===== src/hw/rtl/dcac_rlc_pkg.sv =====
`default_nettype none

package dcac_rlc_pkg;

	localparam logic [7:0] SYM_EOB = 8'h00;
	localparam logic [7:0] SYM_ZRL = 8'hF0;
	localparam logic [12:0] MAX_MAG = 13'd2047;
	localparam logic [5:0] LAST_POS = 6'd63;
	localparam logic [3:0] SIZE_MAX = 4'd11;
	localparam int QUEUE_DEPTH = 4;
	localparam int QPTR_W = $clog2(QUEUE_DEPTH);

	typedef struct packed {
		logic signed [11:0] coefficient;
		logic [1:0] component;
	} in_word_t;

	typedef struct packed {
		logic [7:0] symbol;
		logic [10:0] amplitude_bits;
		logic [3:0] size_category;
		logic is_dc;
		logic [1:0] symbol_component;
		logic range_error;
		logic last;
	} out_word_t;

	typedef struct packed {
		logic is_dc;
		logic is_eob;
		logic signed [12:0] value;
		logic [1:0] nzrl;
		logic [3:0] run;
		logic [1:0] comp;
	} cmd_t;

	typedef struct packed {
		logic full;
		logic empty;
	} q_status_t;

endpackage

`default_nettype wire


===== src/hw/rtl/dcac_rlc_front.sv =====
`default_nettype none

module dcac_rlc_front #(
	parameter int NUM_COMPONENTS = 4
) (
	input  wire logic                  clk,
	input  wire logic                  arst_n,
	input  wire logic                  coef_valid,
	output logic                       coef_ready,
	input  wire dcac_rlc_pkg::in_word_t coef_word,
	input  wire dcac_rlc_pkg::q_status_t q_status,
	output logic                       push,
	output dcac_rlc_pkg::cmd_t         push_cmd
);

	localparam int CW = (NUM_COMPONENTS > 1) ? $clog2(NUM_COMPONENTS) : 1;
	localparam logic [1:0] COMP_TOP = 2'(NUM_COMPONENTS - 1);

	logic signed [11:0] prev_dc_q [NUM_COMPONENTS];
	logic [5:0] pos_q;
	logic [5:0] run_q;
	logic [1:0] bcomp_q;

	logic accept;
	logic at_dc;
	logic coef_zero;
	logic [1:0] comp_clamp;
	logic [CW-1:0] comp_idx;
	logic signed [11:0] prev_sel;
	logic signed [12:0] diff;

	assign coef_ready = !q_status.full;
	assign accept = coef_valid && coef_ready;
	assign at_dc = (pos_q == 6'd0);
	assign coef_zero = (coef_word.coefficient == 12'sd0);
	assign comp_clamp = (coef_word.component > COMP_TOP) ? COMP_TOP : coef_word.component;
	assign comp_idx = comp_clamp[CW-1:0];
	assign prev_sel = prev_dc_q[comp_idx];
	assign diff = 13'(coef_word.coefficient) - 13'(prev_sel);

	always_comb begin
		push_cmd.is_dc = at_dc;
		push_cmd.is_eob = !at_dc && coef_zero;
		push_cmd.value = at_dc ? diff : 13'(coef_word.coefficient);
		push_cmd.nzrl = (at_dc || coef_zero) ? 2'd0 : run_q[5:4];
		push_cmd.run = at_dc ? 4'd0 : run_q[3:0];
		push_cmd.comp = at_dc ? comp_clamp : bcomp_q;
		push = accept && (at_dc || !coef_zero || pos_q == dcac_rlc_pkg::LAST_POS);
	end

	always_ff @(posedge clk or negedge arst_n) begin
		if (!arst_n) begin
			pos_q <= 6'd0;
			run_q <= 6'd0;
			bcomp_q <= 2'd0;
			for (int i = 0; i < NUM_COMPONENTS; i++) begin
				prev_dc_q[i] <= 12'sd0;
			end
		end else if (accept) begin
			if (at_dc) begin
				prev_dc_q[comp_idx] <= coef_word.coefficient;
				bcomp_q <= comp_clamp;
				run_q <= 6'd0;
				pos_q <= 6'd1;
			end else if (pos_q == dcac_rlc_pkg::LAST_POS) begin
				pos_q <= 6'd0;
				run_q <= 6'd0;
			end else begin
				pos_q <= pos_q + 6'd1;
				run_q <= coef_zero ? run_q + 6'd1 : 6'd0;
			end
		end
	end

endmodule

`default_nettype wire


===== src/hw/rtl/dcac_rlc_queue.sv =====
`default_nettype none

module dcac_rlc_queue (
	input  wire logic               clk,
	input  wire logic               arst_n,
	input  wire logic               push,
	input  wire dcac_rlc_pkg::cmd_t push_cmd,
	input  wire logic               pop,
	output dcac_rlc_pkg::cmd_t      head_cmd,
	output dcac_rlc_pkg::q_status_t q_status
);

	localparam int PW = dcac_rlc_pkg::QPTR_W;
	localparam int DEPTH = dcac_rlc_pkg::QUEUE_DEPTH;

	dcac_rlc_pkg::cmd_t mem_q [DEPTH];
	logic [PW-1:0] wr_ptr_q;
	logic [PW-1:0] rd_ptr_q;
	logic [PW:0] count_q;

	assign q_status.full = (count_q == (PW+1)'(DEPTH));
	assign q_status.empty = (count_q == '0);
	assign head_cmd = mem_q[rd_ptr_q];

	always_ff @(posedge clk) begin
		if (push) begin
			mem_q[wr_ptr_q] <= push_cmd;
		end
	end

	always_ff @(posedge clk or negedge arst_n) begin
		if (!arst_n) begin
			wr_ptr_q <= '0;
			rd_ptr_q <= '0;
			count_q <= '0;
		end else begin
			if (push) begin
				wr_ptr_q <= wr_ptr_q + PW'(1);
			end
			if (pop) begin
				rd_ptr_q <= rd_ptr_q + PW'(1);
			end
			if (push && !pop) begin
				count_q <= count_q + (PW+1)'(1);
			end else if (pop && !push) begin
				count_q <= count_q - (PW+1)'(1);
			end
		end
	end

endmodule

`default_nettype wire


===== src/hw/rtl/dcac_rlc_back.sv =====
`default_nettype none

module dcac_rlc_back (
	input  wire logic                   clk,
	input  wire logic                   arst_n,
	input  wire dcac_rlc_pkg::cmd_t      head_cmd,
	input  wire dcac_rlc_pkg::q_status_t q_status,
	output logic                        pop,
	output logic                        sym_valid,
	input  wire logic                   sym_ready,
	output dcac_rlc_pkg::out_word_t     sym_word
);

	logic out_valid_q;
	dcac_rlc_pkg::out_word_t out_q;
	logic [1:0] zrl_cnt_q;

	logic load;
	logic emit_zrl;
	logic neg;
	logic [12:0] mag;
	logic err;
	logic [3:0] size;
	logic [11:0] mask;
	logic signed [12:0] amp_src;
	logic [10:0] amp;
	dcac_rlc_pkg::out_word_t next_word;

	assign load = !q_status.empty && (!out_valid_q || sym_ready);
	assign emit_zrl = (zrl_cnt_q != head_cmd.nzrl);
	assign pop = load && !emit_zrl;

	always_comb begin
		neg = head_cmd.value[12];
		mag = neg ? 13'(-head_cmd.value) : head_cmd.value;
		err = (mag > dcac_rlc_pkg::MAX_MAG);
		size = 4'd0;
		for (int i = 0; i < 11; i++) begin
			if (mag[i]) begin
				size = 4'(i + 1);
			end
		end
		if (err) begin
			size = dcac_rlc_pkg::SIZE_MAX;
		end
		mask = (12'h1 << size) - 12'h1;
		amp_src = neg ? head_cmd.value - 13'sd1 : head_cmd.value;
		amp = amp_src[10:0] & mask[10:0];
	end

	always_comb begin
		next_word.symbol_component = head_cmd.comp;
		next_word.is_dc = 1'b0;
		next_word.amplitude_bits = 11'd0;
		next_word.size_category = 4'd0;
		next_word.range_error = 1'b0;
		next_word.last = 1'b1;
		if (emit_zrl) begin
			next_word.symbol = dcac_rlc_pkg::SYM_ZRL;
			next_word.last = 1'b0;
		end else if (head_cmd.is_eob) begin
			next_word.symbol = dcac_rlc_pkg::SYM_EOB;
		end else begin
			next_word.is_dc = head_cmd.is_dc;
			next_word.symbol = head_cmd.is_dc ? {4'd0, size} : {head_cmd.run, size};
			next_word.amplitude_bits = amp;
			next_word.size_category = size;
			next_word.range_error = err;
		end
	end

	always_ff @(posedge clk) begin
		if (load) begin
			out_q <= next_word;
		end
	end

	always_ff @(posedge clk or negedge arst_n) begin
		if (!arst_n) begin
			out_valid_q <= 1'b0;
			zrl_cnt_q <= 2'd0;
		end else begin
			if (load) begin
				out_valid_q <= 1'b1;
				zrl_cnt_q <= emit_zrl ? zrl_cnt_q + 2'd1 : 2'd0;
			end else if (sym_ready) begin
				out_valid_q <= 1'b0;
			end
		end
	end

	assign sym_valid = out_valid_q;
	assign sym_word = out_q;

endmodule

`default_nettype wire


===== src/hw/rtl/dc_ac_run_length_coder_core.sv =====
// An accepted coefficient word that yields symbols is written into the command queue, then into the output register.
// Throughput: one coefficient word per cycle while the command queue is not full; a coefficient that needs ZRL
// symbols stays at the queue head while they leave the one-symbol-per-cycle output register, which stalls on sym_ready.
// Reset: arst_n clears the stored DC values, zero run, block position and the queue.
`default_nettype none

module dc_ac_run_length_coder_core #(
	parameter int NUM_COMPONENTS = 4
) (
	input  wire logic                    clk,
	input  wire logic                    arst_n,
	input  wire logic                    coef_valid,
	output logic                         coef_ready,
	input  wire dcac_rlc_pkg::in_word_t  coef_word,
	output logic                         sym_valid,
	input  wire logic                    sym_ready,
	output dcac_rlc_pkg::out_word_t      sym_word
);

	logic push;
	logic pop;
	dcac_rlc_pkg::cmd_t push_cmd;
	dcac_rlc_pkg::cmd_t head_cmd;
	dcac_rlc_pkg::q_status_t q_status;

	dcac_rlc_front #(
		.NUM_COMPONENTS(NUM_COMPONENTS)
	) u_front (
		.clk       (clk),
		.arst_n    (arst_n),
		.coef_valid(coef_valid),
		.coef_ready(coef_ready),
		.coef_word (coef_word),
		.q_status  (q_status),
		.push      (push),
		.push_cmd  (push_cmd)
	);

	dcac_rlc_queue u_queue (
		.clk     (clk),
		.arst_n  (arst_n),
		.push    (push),
		.push_cmd(push_cmd),
		.pop     (pop),
		.head_cmd(head_cmd),
		.q_status(q_status)
	);

	dcac_rlc_back u_back (
		.clk      (clk),
		.arst_n   (arst_n),
		.head_cmd (head_cmd),
		.q_status (q_status),
		.pop      (pop),
		.sym_valid(sym_valid),
		.sym_ready(sym_ready),
		.sym_word (sym_word)
	);

	a_err_size: assert property (@(posedge clk) disable iff (!arst_n)
		sym_valid && sym_word.range_error |-> sym_word.size_category == dcac_rlc_pkg::SIZE_MAX)
		else $error("range error without maximum size");

	a_zrl_not_last: assert property (@(posedge clk) disable iff (!arst_n)
		sym_valid && !sym_word.is_dc && sym_word.symbol == dcac_rlc_pkg::SYM_ZRL
		|-> !sym_word.last)
		else $error("ZRL marked as last symbol");

	a_dc_symbol: assert property (@(posedge clk) disable iff (!arst_n)
		sym_valid && sym_word.is_dc |-> sym_word.symbol == {4'd0, sym_word.size_category}
		&& sym_word.last)
		else $error("malformed DC symbol");

	a_no_push_full: assert property (@(posedge clk) disable iff (!arst_n)
		q_status.full |-> !push)
		else $error("push into full queue");

endmodule

`default_nettype wire


===== config.mk =====
export PLATFORM = sky130hd
export DESIGN_NAME = dc_ac_run_length_coder_core
export DESIGN_NICKNAME = d
export VERILOG_FILES = /design/src/hw/rtl/dcac_rlc_pkg.sv /design/src/hw/rtl/dcac_rlc_front.sv /design/src/hw/rtl/dcac_rlc_queue.sv /design/src/hw/rtl/dcac_rlc_back.sv /design/src/hw/rtl/dc_ac_run_length_coder_core.sv
export SDC_FILE = /design/constraint.sdc
export NUM_CORES = 1
export LEC_CHECK = 0
export BUFFER_PORTS_ARGS = -buffer_cell sky130_fd_sc_hd__buf_2
export CAP_MARGIN = 20
export CORE_UTILIZATION = 55
export CTS_BUF_LIST = sky130_fd_sc_hd__clkbuf_8
export DETAILED_ROUTE_END_ITERATION = 8
export GPL_ROUTABILITY_DRIVEN = 0
export PLACE_DENSITY_LB_ADDON = 0.12
export SLEW_MARGIN = 20
export SYNTH_ARGS = -nofsm -noshare
export SYNTH_HDL_FRONTEND = slang
export SYNTH_SLANG_ARGS = --single-unit

===== constraint.sdc =====
create_clock -name clk -period 11.6 [get_ports clk]
set_clock_uncertainty 0.05 [all_clocks]
set_input_delay 1.16 -clock clk [delete_from_list [all_inputs] [get_ports clk]]
set_output_delay 1.16 -clock clk [all_outputs]
set_load 0.05 [all_outputs]

==> flow_summary.ini, run 1 <==
[run_status]
outcome = complete, no violations

[synthesis]
synth_ff_type = edfxtp_1
ys_async_sr_fraction_pct = 38.3
ys.warnings.count = 0
netlist_instances = 711
syn-num-nets = 753
ys_ff_latch = 188
yosysSeqAreaShare_pct = 56.4
yosys.area.top_type = edfxtp_1
synth-edff-count = 116
yosysTopAreaCellShare_pct = 37.2
synth_area_leaders = edfxtp_1 (37%), dfrtp_1 (19%), mux4_2 (7.5%)
syn_area_per_cell_um2 = 13.2
synth.cell_area_mm2 = 0.00937
ys_types = 70

[finish]
num-fill-cells = 1324
fin_nets = 790
area_growth_pct = 8.16
drive_gt1_share_pct = 24.8
n_antenna_cell = 0

[sta]
slew_viol_final = 0
tns_ns = 0
hold_violations = 0
slew_headroom_pct = 31.2
setup_viol = 0
period_minus_slack_ns = 4.80
worst_slew_pin_slew_ns = 1.03
max_freq_mhz = 208
fin_crit_sh_pct = 41.4
rsz0062_at_grt = false

[clock_tree]
cts_buffer_depth = 2
clk_pin_slew_ns = 0.10
post_cts_buffers = 0
cts-htree-levels = 4
cts.sinks = 188
cts-root-buf = clkbuf_8
cts_tree = done
cts_resized = 0
cts_hold_buf = 0
worstSkewPairLatency_ns = 0.46
cts_buffers = 17

[floorplanning]
rows = 47
dieArea_mm2 = 0.0176
num_io_pins = 48
core_mm2 = 0.0166
fp.dieW_um = 133
die_h_um = 133
start_util_pct = 56.5

[critical_path]
max_stage_delay_ns = 0.81
reg2reg_slack_ns = 6.80
timing.rr.end = u_back.sym_word[17]
crit_path_max_fanout = 24
worstRegToRegCells = 13
worstPathCellList = buf_4 -> mux4_1 -> nor4_4 -> nand3_4 -> nor4_2 -> a211oi_1 -> a2111oi_4 -> nand2b_1 -> ha_1 -> nor2_1 -> and3_1 -> a221oi_1 -> nor3b_2
endpoint_kind = register
worstSetupPathType = register to register
rr_startpoint = u_queue.rd_ptr_q[0]
critPathSlowestCell = mux4_1
critPathRequiredTime_ns = 11.75
startpoint_type = register
crit_path_start = u_queue.rd_ptr_q[0]
cp.arrival_ns = 4.94
endpoint = u_back.sym_word[17]

[pwr]
leakagePower_nw = 3.97
powerDensity_mw_per_mm2 = 265
peakVddDrop_v = 0.000173
power_mw = 2.68

[place]
dpl.hpwl_um = 12200
port_buffers = 47

[routing]
wire_per_inst_um = 18.1
antenna_left = 0
firstDrtPassIters = 5
totalWireLength_um = 17800
drt_iter0_drc = 464
drc_errors = 0
num_vias = 5767
via_per_inst = 5.88

[run]
cap_violations = 0

[global_routing]
grt_pass1_wl_um = 29000
antenna_found_initial = 0
grt_pass1_vias = 5716
grt_util_all_layers_pct = 21.5
grt_overflow_total = 0
grt_max_degree = 73

[min_path]
min_path_type = register to register
worstHoldStart = u_front.bcomp_q[0]
## Yosys cell counts (all sizes together), types with 17 or more instances
cell type / number
a21oi: 19
edfxtp: 116
nand2: 68
clkbuf: 22
dfrtp: 72
o21ai: 45
nor3: 19
buf: 17
mux2: 52
nor2: 36
mux4: 35
ha: 22
inv: 34
## cell families (layout without fill, tap and decap cells)
family / Yosys count / in the layout / synth area share [%]
and+or+nand+nor: 201 / 201 / 11.4
DFF: 188 / 188 / 56.4
muxes: 92 / 92 / 15.4
xor gates and xnor gates: 29 / 29 / 2.71
adders and majority gates: 24 / 24 / 3.37
AOI/OAI and AO/OA: 104 / 104 / 7.08
buffers and inverters: 73 / 123 / 3.69
## worst max-delay path: cells and delay by family, from the launching register on
kind | cells | cell delay [ns]
adder cells (fa/ha/maj) | 1 | 0.30
flip-flops | 1 | 0.43
AND/OR/NAND/NOR | 7 | 1.51
AO/OA/AOI/OAI | 3 | 1.00
buffers and inverters | 1 | 0.42
multiplexers | 1 | 0.81
## routing by layer
metal / up-vias / share of wire (%) / global-route usage, %
met5: - / 0 / 0
met3: 19 / 3.6 / 4.18
li1: 2702 / - / -
met4: 0 / 1.8 / 8.17
met1: 2905 / 45 / 27.6
met2: 141 / 50 / 36.3
## flip-flops by register name (all words and copies together), names as in the netlist
| register | flops |
|---|---|
| u_queue.mem_q | 92 |
| u_front.prev_dc_q | 48 |
| u_back.sym_word | 24 |
| u_front.pos_q | 6 |
| u_front.run_q | 6 |
| u_queue.count_q | 3 |
| u_back.zrl_cnt_q | 2 |
| u_front.bcomp_q | 2 |
| u_queue.rd_ptr_q | 2 |
| u_queue.wr_ptr_q | 2 |
| u_back.sym_valid | 1 |
## area by class of cell
cell class,instances,area (µm²),share of cell area (%)
flip-flops and latches,188,5290,52.2
clock inverters,15,160,1.58
multi-input cells,450,3740,36.9
well taps,220,275,2.72
clock buffers,17,234,2.31
repair buffers,57,310,3.06
inverters,34,128,1.26
## through the flow
stage | worst slack [ns] | hold slack [ns] | std cells | area, µm² | util, %
6_report | 6.80 | 0.452 | 981 | 10100 | 61.1
3_5_place_dp | 6.66 | 0.430 | 949 | 9740 | 58.7
3_3_place_gp | 6.91 | 0.408 | 949 | 9740 | 58.7
4_1_cts | 6.80 | 0.455 | 981 | 10100 | 61.1
5_1_grt | 6.52 | 0.470 | 981 | 10100 | 61.1
2_1_floorplan | 6.75 | 0.395 | 711 | 9370 | -
## placed cells by master, fill, tap and decap left out, types with 14 or more instances in the layout
cell / instances
nand2_1: 66
buf_2: 47
xor2_1: 14
clkbuf_8: 17
dfrtp_1: 72
nor2_1: 35
ha_1: 22
mux4_2: 31
xnor2_1: 15
nand3_1: 14
o21ai_0: 43
edfxtp_1: 116
nor3_1: 16
mux2_2: 52
a21oi_1: 19
inv_1: 34
## where the power goes
group / leakage, nW / total (mW) / switching, mW / internal (mW)
Clock: 0.190 / 0.431 / 0.236 / 0.195
Combinational: 1.77 / 1.22 / 0.776 / 0.448
Sequential: 2.01 / 1.03 / 0.0822 / 0.943
Total: 3.97 / 2.68 / 1.09 / 1.59
## worst min-delay path by stage
stage	endpoint	slack [ns]	cells past startpoint
2_1_floorplan	u_front.prev_dc_q[0]	0.39	2
3_3_place_gp	u_front.prev_dc_q[0]	0.41	2
3_5_place_dp	u_front.bcomp_q[0]	0.43	2
4_1_cts	u_front.prev_dc_q[0]	0.46	2
5_1_grt	u_front.bcomp_q[0]	0.47	2
6_report	u_front.bcomp_q[0]	0.45	2
Note: power is estimated with default switching activity, not from simulation.
==> run 2, diff against run 1 <==
--- a/config.mk
+++ b/config.mk
@@ -5,6 +5,7 @@
 export SDC_FILE = /design/constraint.sdc
 export NUM_CORES = 1
 export LEC_CHECK = 0
+export ABC_AREA = 1
 export BUFFER_PORTS_ARGS = -buffer_cell sky130_fd_sc_hd__buf_2
 export CAP_MARGIN = 20
 export CORE_UTILIZATION = 55
==> constraint.sdc (replaced) <==
create_clock -name clk -period 3.9 [get_ports clk]
set_clock_uncertainty 0.05 [all_clocks]
set_input_delay 0.39 -clock clk [delete_from_list [all_inputs] [get_ports clk]]
set_output_delay 0.39 -clock clk [all_outputs]
set_load 0.05 [all_outputs]
==> flow_summary.ini, run 2 <==
[run_status]
outcome = complete, no violations

[global_routing]
grt_util_all_layers_pct = 23.2
grt_pass1_vias = 6490
grt_max_degree = 52
antenna_found_initial = 0
grt_overflow_total = 0
grt_pass1_wl_um = 31900

[clock_tree]
cts_buffers = 17
cts_buffer_depth = 2
cts-htree-levels = 4
cts_tree = done
cts_resized = 0
clk_pin_slew_ns = 0.10
worstSkewPairLatency_ns = 0.47
post_cts_buffers = 0
cts_hold_buf = 1
cts.sinks = 188
cts-root-buf = clkbuf_8

[place]
dpl.hpwl_um = 13900
port_buffers = 47
placed_cell_area_mm2 = 0.00987
place_inst = 1237

[pwr]
leakagePower_nw = 4.51
p_sw_mw = 3.72
peakVddDrop_v = 0.000474
p_int_mw = 4.60
sw_frac_of_total_pct = 44.7
powerDensity_mw_per_mm2 = 807
seqPwrFrac_pct = 35.7
clkPwrFrac_pct = 16.8
pwr-share-comb_pct = 47.5
power_mw = 8.32

[synthesis]
ys.warnings.count = 0
yosys.area_share.simple_pct = 22.0
synthXorXnorAreaFrac_pct = 1.49
syn-num-nets = 1031
ys_async_sr_fraction_pct = 38.3
ys_ff_latch = 188
synthMuxAreaShare_pct = 0.146
synth-edff-count = 116
yosysTopAreaCellShare_pct = 37.0
synth_top_family_by_area = simple AND/OR/NAND/NOR gates
ys_types = 46
yosysSeqAreaShare_pct = 56.1
yosysMostFrequentCell = nand2_1
synth_compound_area_share_pct = 10.7
synth_commonest_cells = nand2_1 (245), edfxtp_1 (116), o21ai_0 (94)
synth_area_leaders = edfxtp_1 (37%), dfrtp_1 (19%), nand2_1 (9.8%)
synth.cell_area_mm2 = 0.00943
synth_ff_type = edfxtp_1
netlist_instances = 989
synthAdderAreaFrac_pct = 3.34
syn_area_per_cell_um2 = 9.53
yosys.area.top_type = edfxtp_1

[sta]
tns_ns = 0
period_minus_slack_ns = 3.32
fin_crit_sh_pct = 85.2
slew_viol_final = 0
worst_slew_pin_slew_ns = 0.752
hold_violations = 0
rsz0062_at_grt = false
setup_viol = 0
slew_headroom_pct = 49.7
hold_slack_ns = 0.0909
max_freq_mhz = 301

[routing]
wire_per_inst_um = 15.3
totalWireLength_um = 19500
via_per_inst = 5.42
drt_iter0_drc = 507
antenna_left = 0
num_vias = 6882
firstDrtPassIters = 5
drc_errors = 0

[critical_path]
worstSetupPathType = register to register
crit_path_start = u_queue.rd_ptr_q[0]
reg2reg_slack_ns = 0.58
rr_startpoint = u_queue.rd_ptr_q[0]
timing.rr.end = u_back.sym_word[15]
startpoint_type = register
cp.arrival_ns = 3.51
endpoint_kind = register
crit_path_max_fanout = 19
worstRegToRegCells = 24
critPathRequiredTime_ns = 4.09
endpoint = u_back.sym_word[15]

[floorplanning]
num_io_pins = 48
start_util_pct = 56.6
dieArea_mm2 = 0.0177
rows = 47
core_mm2 = 0.0166
fp.dieW_um = 133
die_h_um = 133

[finish]
num-fill-cells = 1422
seqCellArea_mm2 = 0.00529
multiInputGateArea_mm2 = 0.00357
top_register = u_queue.mem_q
final_cell_mix = nand2_1 (245), edfxtp_1 (116), o21ai_0 (94)
n_antenna_cell = 0
stdcell_area_mm2 = 0.0103
fin_nets = 1079
layout_commonest_cell = nand2_1
drive_gt1_share_pct = 15.0
stdcell_count = 1270
area_growth_pct = 9.36
largest_reg_flops = 92

[min_path]
min_path_type = input pin to register
worstHoldStart = sym_ready

[run]
cap_violations = 0
## run 2: per-stage QoR
| stage | setup slack [ns] | utilization, % |
|---|---|---|
| after global placement | 0.505 | 59.3 |
| after CTS | 0.585 | 61.9 |
| final | 0.578 | 61.9 |
| after floorplan | 0.419 | - |
| after detailed placement | 0.423 | 59.3 |
| after global routing | 0.276 | 61.9 |
## run 2: kinds of logic (layout without fill, tap and decap cells)
| kind of cell | Yosys count | count (layout) |
|---|---|---|
| AND/OR/NAND/NOR | 450 | 450 |
| flip-flops | 188 | 188 |
| AO/OA/AOI/OAI | 175 | 175 |
| buffers and inverters | 135 | 196 |
| adder cells (fa/ha/maj) | 24 | 24 |
| XOR/XNOR | 16 | 16 |
| multiplexers | 1 | 1 |
## run 2: layer usage
layer	vias up	wire, µm	global-route usage [%]
met5	-	0	0
met4	0	419	9.32
met3	30	661	3.41
met2	154	9360	37.7
met1	3260	9040	31.5
li1	3438	-	-
## run 2: area by class of cell
class	count	area share (%)
timing repair buffer	66	3.69
sequential	188	51.3
multi-input combinational	666	34.6
tap	220	2.67
clock buffer	17	2.27
clock inverter	15	1.91
inverter	98	3.59
## run 2: power groups by stage
| stage | Combinational (mW) | Sequential (mW) | Clock (mW) |
|---|---|---|---|
| finish | 3.95 | 2.97 | 1.40 |
| global route | 4.40 | 3.02 | 1.48 |
| CTS | 3.97 | 2.97 | 1.42 |
| detailed placement | 3.96 | 3.01 | 0 |
| global placement | 3.92 | 3.00 | 0 |
| floorplan | 2.73 | 3.41 | 0 |
## run 2: how the worst min path moves through the flow
stage	to	slack [ns]	cells past startpoint
2_1_floorplan	u_back.sym_valid	0.04	0
3_3_place_gp	u_front.pos_q[1]	0.38	1
3_5_place_dp	u_front.pos_q[0]	0.38	1
4_1_cts	u_back.sym_valid	0.07	2
5_1_grt	u_back.sym_valid	0.07	2
6_report	u_back.sym_valid	0.09	2
## run 2: critical path, cell delays in order, from the launching register on
cell and delay (ns):
dfrtp_1 0.41, inv_2 0.22, buf_4 0.27, nand2_1 0.08, nand3_2 0.10, nand2_4 0.15
inv_4 0.20, nand3_1 0.13, nand3_1 0.10, nand2_1 0.06, nand2_1 0.05, nand2_1 0.04
nand2_1 0.06, nand2_1 0.05, nand2_1 0.08, nand2_1 0.11, nand2_1 0.14, inv_1 0.11
nand2_1 0.08, ha_1 0.29, nand2_2 0.10, inv_2 0.07, nand2_1 0.05, nand2_1 0.07
nor2_2 0.03
==> run 3, diff against run 2 <==
--- a/config.mk
+++ b/config.mk
@@ -5,12 +5,12 @@
 export SDC_FILE = /design/constraint.sdc
 export NUM_CORES = 1
 export LEC_CHECK = 0
-export ABC_AREA = 1
-export BUFFER_PORTS_ARGS = -buffer_cell sky130_fd_sc_hd__buf_2
-export CAP_MARGIN = 20
+export ABC_AREA = 0
+export CAP_MARGIN = 40
 export CORE_UTILIZATION = 55
 export CTS_BUF_LIST = sky130_fd_sc_hd__clkbuf_8
 export DETAILED_ROUTE_END_ITERATION = 8
+export DONT_BUFFER_PORTS = 1
 export GPL_ROUTABILITY_DRIVEN = 0
 export PLACE_DENSITY_LB_ADDON = 0.12
 export SLEW_MARGIN = 20
==> flow_summary.ini, run 3 (synthesized netlist as in run 1, its figures left out) <==
[pwr]
powerDensity_mw_per_mm2 = 803
peakVddDrop_v = 0.000383
leakagePower_nw = 4.13

[finish]
fin_nets = 808
final_cell_mix = edfxtp_1 (116), dfrtp_1 (71), nand2_1 (66)
multiInputGateArea_mm2 = 0.00383
top_register = u_queue.mem_q
seqCellArea_mm2 = 0.00529
layout_commonest_cell = edfxtp_1
largest_reg_flops = 92
n_antenna_cell = 0
drive_gt1_share_pct = 27.6
num-fill-cells = 1242
area_growth_pct = 13.0
stdcell_count = 999

[global_routing]
grt_util_all_layers_pct = 22.8
grt_pass1_wl_um = 30900
grt_overflow_total = 0
antenna_found_initial = 0
grt_max_degree = 73
grt_pass1_vias = 6152

[sta]
setup_viol = 0
rsz0062_at_grt = true
slew_headroom_pct = 40.7
slew_viol_final = 0
tns_ns = 0
max_freq_mhz = 262
period_minus_slack_ns = 3.82
hold_violations = 0
fin_crit_sh_pct = 97.9
setup_ws_ns = 0.0810
worst_slew_pin_slew_ns = 0.892

[run_status]
outcome = complete, no violations

[floorplanning]
start_util_pct = 56.5
fp.dieW_um = 133
rows = 47
die_h_um = 133
core_mm2 = 0.0166
num_io_pins = 48
dieArea_mm2 = 0.0176

[place]
place_inst = 946
port_buffers = 0
dpl.hpwl_um = 12900
place_ws_ns = -0.100

[clock_tree]
cts-root-buf = clkbuf_8
cts.sinks = 188
clk_pin_slew_ns = 0.10
worstSkewPairLatency_ns = 0.46
cts_buffer_depth = 2
cts_tree = done
cts-htree-levels = 4
cts_buffers = 17

[routing]
drc_errors = 0
antenna_left = 0
wire_per_inst_um = 19.2
num_vias = 5903
drt_iter0_drc = 492
totalWireLength_um = 19100
firstDrtPassIters = 5
via_per_inst = 5.91

[critical_path]
endpoint_kind = register
worstRegToRegCells = 15
timing.rr.end = u_back.sym_word[17]
critPathRequiredTime_ns = 4.06
crit_path_max_fanout = 5
worstSetupPathType = register to register
rr_startpoint = u_queue.rd_ptr_q[0]
cp.arrival_ns = 3.98
startpoint_type = register
reg2reg_slack_ns = 0.08

[min_path]
hold_end = u_front.prev_dc_q[32]
min_path_type = input pin to register
whs_path_depth = 1
worstHoldStart = coef_word[10]

[run]
cap_violations = 0
run 3: worst max-delay path by stage:
stage	start	to	slack (ns)
after CTS	u_queue.rd_ptr_q[0]	u_back.sym_word[17]	0.02
after detailed placement	u_queue.rd_ptr_q[0]	u_back.sym_word[17]	-0.10
after floorplan	u_queue.rd_ptr_q[0]	u_back.sym_word[17]	-0.16
after global placement	u_queue.rd_ptr_q[0]	u_back.sym_word[17]	-0.003
after global routing	u_queue.rd_ptr_q[0]	u_back.sym_word[17]	-0.09
final	u_queue.rd_ptr_q[0]	u_back.sym_word[17]	0.08
run 3: final cells by class:
cell class | instances | area share, %
inverter | 34 | 1.21
multi-input combinational | 450 | 36.2
timing repair buffer | 75 | 6.16
clock inverter | 15 | 1.70
tap | 220 | 2.60
clock buffer | 17 | 2.21
sequential | 188 | 49.9
run 3: layer usage:
layer / vias up / track usage (%) / share of wire, %
met5: - / 0 / 0
met4: 0 / 8.37 / 1.7
met3: 33 / 4.52 / 3.9
met2: 166 / 39.5 / 52
met1: 2975 / 28.3 / 43
li1: 2729 / - / -
run 3: per-stage QoR:
step / area (µm²) / power [mW] / hold slack (ns) / utilization, %
after floorplan: 9380 / 6.05 / 0.0444 / -
after global placement: 9850 / 6.88 / 0.0468 / 59.4
after detailed placement: 9850 / 7.06 / 0.0469 / 59.4
after CTS: 10400 / 8.40 / 0.000815 / 62.9
after global routing: 10600 / 8.99 / 0.000380 / 63.9
final: 10600 / 8.50 / 0.0287 / 63.9
run 3: power breakdown:
part	switching (mW)	internal, mW	leakage (nW)	total, mW
logic	1.94	1.67	1.92	3.61
registers	0.776	2.82	2.01	3.59
clock network	0.761	0.541	0.201	1.30
run 3: repair_timing:
action / CTS / global route
pin swaps: 0 / 8
hold buffers: 12 / 2
setup endpoints to repair: 1 / 10
gates resized for setup: 3 / 20
hold endpoints to repair: 91 / 2
buffers inserted: 0 / 7
run 3: critical path, cell delays in order (launching register included):
cell       delay, ns
dfrtp_2         0.42
buf_4           0.14
mux4_2          0.54
or4_4           0.59
or3_1           0.40
nor3_1          0.19
a21oi_1         0.07
nor2_1          0.17
a2111oi_4       0.09
buf_4           0.15
nand2_2         0.07
ha_4            0.17
nor2_1          0.05
and3_1          0.18
a221oi_2        0.20
nor3b_2         0.07
